[src/rtl/trlf_pkg.sv]
`timescale 1ns / 1ps
// ----------------------------------------------------------------------------
// trlf_pkg: shared constants and types for the triangle rotation fit
// Pipeline depths, fixed-point constants and sideband flag bundles.
// ----------------------------------------------------------------------------
package trlf_pkg;

  // Square root: one result bit per stage, 64-bit radicand, 32-bit root
  localparam int unsigned SQRT_STAGES = 32;
  // Divider: one quotient bit per stage, quotient never above 2^30
  localparam int unsigned DIV_STAGES  = 31;

  localparam logic [30:0] Q30_ONE    = 31'h4000_0000;
  localparam logic [15:0] THR_RESET  = 16'd1;
  localparam logic [31:0] THR_SQ_RST = 32'd1;

  // Per-triangle flags that ride along the pipeline
  typedef struct packed {
    logic last;
    logic sat;
    logic degen;
    logic na;
    logic nb;
  } trlf_flags_t;

  // Sideband during the norm square root
  typedef struct packed {
    trlf_flags_t f;
    logic [30:0] sa;
    logic [30:0] sb;
  } trlf_rt_side_t;

  // Sideband during the divide
  typedef struct packed {
    trlf_flags_t f;
    logic [23:0] q;
  } trlf_dv_side_t;

endpackage

[src/rtl/trlf_isqrt.sv]
`timescale 1ns / 1ps
// ----------------------------------------------------------------------------
// trlf_isqrt: pipelined integer square root
// floor(sqrt(rad)) of a 64-bit value, one root bit per stage, advances on en.
// ----------------------------------------------------------------------------
module trlf_isqrt (
  input  logic        clk,
  input  logic        en,
  input  logic [63:0] rad,
  output logic [31:0] root
);
  import trlf_pkg::*;

  logic [35:0] rem_r  [1:SQRT_STAGES];
  logic [31:0] root_r [1:SQRT_STAGES];
  logic [63:0] nsh_r  [1:SQRT_STAGES];

  for (genvar s = 0; s < SQRT_STAGES; s++) begin : g_stage
    logic [35:0] rem_i;
    logic [31:0] root_i;
    logic [63:0] n_i;
    logic [35:0] cur;
    logic [35:0] trial;
    logic        ge;

    if (s == 0) begin : g_first
      assign rem_i  = '0;
      assign root_i = '0;
      assign n_i    = rad;
    end else begin : g_next
      assign rem_i  = rem_r[s];
      assign root_i = root_r[s];
      assign n_i    = nsh_r[s];
    end

    // bring down two radicand bits, try subtracting 4*root+1
    assign cur   = {rem_i[33:0], n_i[63:62]};
    assign trial = {2'b00, root_i, 2'b01};
    assign ge    = (cur >= trial);

    always_ff @(posedge clk) begin
      if (en) begin
        rem_r[s+1]  <= ge ? (cur - trial) : cur;
        root_r[s+1] <= {root_i[30:0], ge};
        nsh_r[s+1]  <= {n_i[61:0], 2'b00};
      end
    end
  end

  assign root = root_r[SQRT_STAGES];

endmodule

[config.mk]
export PLATFORM = sky130hd
export DESIGN_NAME = trlf_isqrt
export DESIGN_NICKNAME = d
export VERILOG_FILES = /design/src/rtl/trlf_pkg.sv /design/src/rtl/trlf_isqrt.sv
export SDC_FILE = /design/constraint.sdc
export NUM_CORES = 2
export LEC_CHECK = 0
export BUFFER_PORTS_ARGS = -buffer_cell sky130_fd_sc_hd__buf_2
export CORE_MARGIN = 3
export CORE_UTILIZATION = 33
export CTS_CLUSTER_SIZE = 10
export DETAILED_ROUTE_END_ITERATION = 6
export GPL_TIMING_DRIVEN = 0
export PLACE_DENSITY = 0.54
export SETUP_SLACK_MARGIN = 0.15
export SLEW_MARGIN = 20
export SYNTH_ARGS = -nofsm -noshare
export SYNTH_HDL_FRONTEND = slang
export SYNTH_MEMORY_MAX_BITS = 65536
export SYNTH_SLANG_ARGS = --single-unit
[constraint.sdc]
create_clock -name clk -period 3.1 [get_ports clk]
set_input_delay 0.62 -clock clk [delete_from_list [all_inputs] [get_ports clk]]
set_output_delay 0.62 -clock clk [all_outputs]
set_load 0.03 [all_outputs]
==> metrics.csv <==
stage,metric,value,unit
outcome,status,"complete, but fails checks",
outcome,violations,negative setup slack,
layout,nets,10779,
floorplan,start_util,0.332,
synth,synth_fp_nets,9645,
clocking,clk_latency,0.89,ns
critical_path,crit_path_end_kind,flip-flop,
min_path,holdCritStartpoint,en,
min_path,hold_path_end,nsh_r[0][96],
timing,fmax,304,MHz
timing,hold_viol_final,0,
timing,tightest_slew,0.866,ns
placed_design,hpwlAfterDp,181000,um
detailed_routing,via_per_inst,4.95,
power,p_leak,55.8,nW
detailed_routing,wire_per_inst,18.1,um
synth,yosys_warnings,0,
power,p_seq_frac,0.450,
min_path,hold_depth,1,
power,switchingPower,29.9,mW
detailed_routing,wirelength,272000,um
clocking,h-tree-depth,5,
placed_design,placed_cells,13864,
clocking,cts_buffer_depth,4,
layout,final_area,148000,sq um
timing,period_needed,3.29,ns
grt,grt_usage,0.143,
floorplan,num_rows,218,
grt,antenna_found_initial,2,
layout,post-route-util,0.420,
critical_path,startpoint_type,flip-flop,
timing,maxSlewViolCount,0,
critical_path,reg2reg_depth,10,
critical_path,path_class,flip-flop to flip-flop,
detailed_routing,first_pass_iters,5,
synth,ys_types,101,
detailed_routing,ant_nets,0,
clocking,cts_tree,done,
power,p_sw_frac,0.291,
layout,post_layout_nonfiller_instances,15007,
clocking,cts.clk_slew.worst_paths,0.05,ns
floorplan,fp.dieH,602,um
floorplan,dieArea,363000,sq um
floorplan,die_w,602,um
grt,grt_start_max_net_pins,151,
critical_path,r2r_start,rem_r[0][328],
critical_path,critical_path_required,3.73,ns
detailed_routing,vias,74331,
power,peakVddDrop,0.000444,V
grt,grt_pass1_vias,75184,
timing,hold_ws,0.235,ns
clocking,root_buffer,clkbuf_16,
power,power_density,692,nW/um^2
timing,tns,-7.20,ns
timing,slew_headroom,0.423,
critical_path,r2r_slack,-0.19,ns
placed_design,dp_slack,-1.45,ns
grt,grt-ovfl-total,0,
critical_path,path_max_fanout,7,
synth,syn_inst,9017,
power,p_int,72.8,mW
detailed_routing,initialDrtViolationCount,4775,
run,cap_violations,0,
grt,grt_first_pass_wirelength,419000,um
clocking,cts_buffers,308,
placed_design,dpl_cell_area,125000,sq um
critical_path,r2r-end,rem_r[0][377],
synth,ys_seq_area_frac,0.646,
power,combPwrFrac,0.239,
timing,final.setup_skew,0.0373,ns
synth,async_reset_ff_frac,0,
placed_design,gp_congestion,0.871,
critical_path,crit_arrival,3.91,ns
floorplan,io_pins,98,
placed_design,buffer_ports.inserted,97,
layout,syn_to_final_growth,26.6,%
timing,fin_ws,-0.187,ns
synth,synth.avg_cell_area,13.0,sq um
timing,setup_viol,117,
synth,synth_seq_cells,2523,
synth,synth_area,117000,sq um
min_path,min_path_type,input port to flip-flop,
synth,synthFlopType,edfxtp_1,
floorplan,core,353000,sq um
power,power,103,mW
layout,drive_gt1_frac,0.239,
clocking,cts.sinks,2523,
layout,fillers,32131,
timing,fin_crit_sh,1.06,
power,clkPwrFrac,0.311,
timing,rsz0062_at_grt,yes,
synth,synth_enable_flop_cells,2523,
detailed_routing,drc,0,
[placed cells by master (no fill, tap or decap), drive strengths merged, types with 17 or more instances in the layout]
cell type | Yosys | routed
edfxtp | 2523 | 2523
buf | 44 | 808
inv | 690 | 701
nand2 | 669 | 669
ha | 562 | 562
nor2 | 560 | 560
a21oi | 531 | 531
clkbuf | 123 | 472
o21ai | 466 | 466
xor2 | 420 | 420
xnor2 | 416 | 416
a21o | 247 | 247
nor3 | 228 | 228
nand3 | 132 | 132
nor4 | 123 | 123
nand4 | 97 | 97
nand2b | 97 | 97
o21a | 92 | 92
or3 | 87 | 87
mux2 | 81 | 81
dlygate4sd3 | 0 | 65
nor2b | 64 | 64
o31ai | 63 | 63
a211oi | 58 | 58
clkinv | 1 | 57
a31oi | 56 | 56
or4 | 56 | 56
o21bai | 47 | 47
and3 | 46 | 46
or2 | 42 | 42
o211ai | 40 | 40
a21boi | 27 | 27
nor3b | 26 | 26
and2 | 24 | 24
a2111oi | 21 | 21
o2111ai | 19 | 19
nand3b | 17 | 17
[state kept, by name, summed over array words and instances, names as in the netlist]
register and cells:
root_r 528, nsh_r 992, rem_r 1003
[critical path, stage by stage (launching register included)]
cell,delay (ns)
edfxtp_1,0.44
ha_4,0.33
nand3_4,0.07
or2_4,0.23
or4b_4,0.51
nand4_1,0.25
o211ai_1,0.18
or3_1,0.41
buf_6,0.14
or3_4,0.33
xnor2_2,0.14
[routing by layer]
metal | track usage | routed length [um]
met3 | 0.0197 | 9930
met5 | 0 | 0
met1 | 0.177 | 115000
met2 | 0.253 | 137000
met4 | 0.0511 | 10100
[kinds of logic (layout without fill, tap and decap cells)]
logic type | Yosys count | in the layout | synth area share
AOI/OAI and AO/OA | 1826 | 1826 | 0.0978
xor gates and xnor gates | 836 | 836 | 0.0624
DFF | 2523 | 2523 | 0.646
other | 1 | 3 | 0.0000320
buffers and inverters | 858 | 2116 | 0.0280
adders and majority gates | 562 | 562 | 0.0600
muxes | 87 | 87 | 0.00829
and+or+nand+nor | 2324 | 2324 | 0.0974
[cells in the mapped netlist, types with 11 or more instances]
library cell / count / share of area
edfxtp_1: 2523 / 0.65
inv_1: 688 / 0.022
nand2_1: 668 / 0.021
ha_1: 562 / 0.060
nor2_1: 559 / 0.018
a21oi_1: 529 / 0.023
o21ai_0: 457 / 0.020
xor2_1: 420 / 0.031
xnor2_1: 416 / 0.031
a21o_1: 247 / 0.016
nor3_1: 228 / 0.0097
nand3_1: 130 / 0.0055
clkbuf_1: 123 / 0.0039
nor4_1: 120 / 0.0064
nand2b_1: 96 / 0.0051
nand4_1: 96 / 0.0051
o21a_1: 92 / 0.0059
or3_1: 87 / 0.0046
mux2_2: 81 / 0.0078
nor2b_1: 64 / 0.0034
o31ai_1: 63 / 0.0040
a211oi_1: 56 / 0.0036
a31oi_1: 55 / 0.0029
or4_1: 53 / 0.0034
o21bai_1: 47 / 0.0030
and3_1: 46 / 0.0025
o211ai_1: 40 / 0.0026
or2_2: 40 / 0.0021
buf_2: 29 / 0.0012
nor3b_1: 26 / 0.0017
a21boi_0: 25 / 0.0016
and2_1: 23 / 0.0012
a2111oi_0: 19 / 0.0014
o2111ai_1: 19 / 0.0014
nand3b_1: 17 / 0.0011
o41ai_1: 15 / 0.0011
a311oi_1: 13 / 0.00097
and4_1: 13 / 0.00097
o31a_1: 13 / 0.00097
a211o_1: 12 / 0.00090
nand4b_1: 12 / 0.00090
a221oi_1: 11 / 0.00082
buf_1: 11 / 0.00035
nor4b_1: 11 / 0.00082
[timing repair]
item	CTS	global route
gates cloned	24	7
resized for setup	1229	769
setup endpoints to repair	1343	1179
hold endpoints to repair	65	0
setup buffers	358	255
pin swaps	298	294
hold buffers	65	0
[area by class of cell]
cell class / instances / area, sq um / area share
diodes: 2 / 5.00 / 0.0000337
clock inverters: 76 / 686 / 0.00462
clock buffers: 358 / 7960 / 0.0536
repair buffers: 825 / 7560 / 0.0509
plain buffers: 166 / 1750 / 0.0118
well taps: 4730 / 5920 / 0.0399
inverters: 691 / 2620 / 0.0176
multi-input cells: 5636 / 46200 / 0.311
flip-flops and latches: 2523 / 75800 / 0.510
[how the worst max path moves through the flow]
stage                   startpoint        endpoint  slack [ns]  depth (start not counted)
floorplan           rem_r[0][1049]  rem_r[0][1105]        0.02                         10
global placement                en   nsh_r[0][139]      -39.13                          1
detailed placement              en    nsh_r[0][75]       -1.45                          6
CTS                  rem_r[0][229]   rem_r[0][281]       -0.21                         10
global route         rem_r[0][335]   rem_r[0][391]       -0.31                         10
finish               rem_r[0][328]   rem_r[0][377]       -0.19                         10
[power by group through the flow]
| stage | Clock, mW | Combinational [mW] | Sequential (mW) |
|---|---|---|---|
| after floorplan | 0 | 14.1 | 45.3 |
| final | 31.9 | 24.5 | 46.2 |
| after detailed placement | 0 | 19.1 | 46.6 |
| after global routing | 34.5 | 27.0 | 46.7 |
| after CTS | 33.3 | 22.5 | 46.1 |
| after global placement | 0 | 15.1 | 47.0 |
Note: power is estimated with default switching activity, not from simulation.
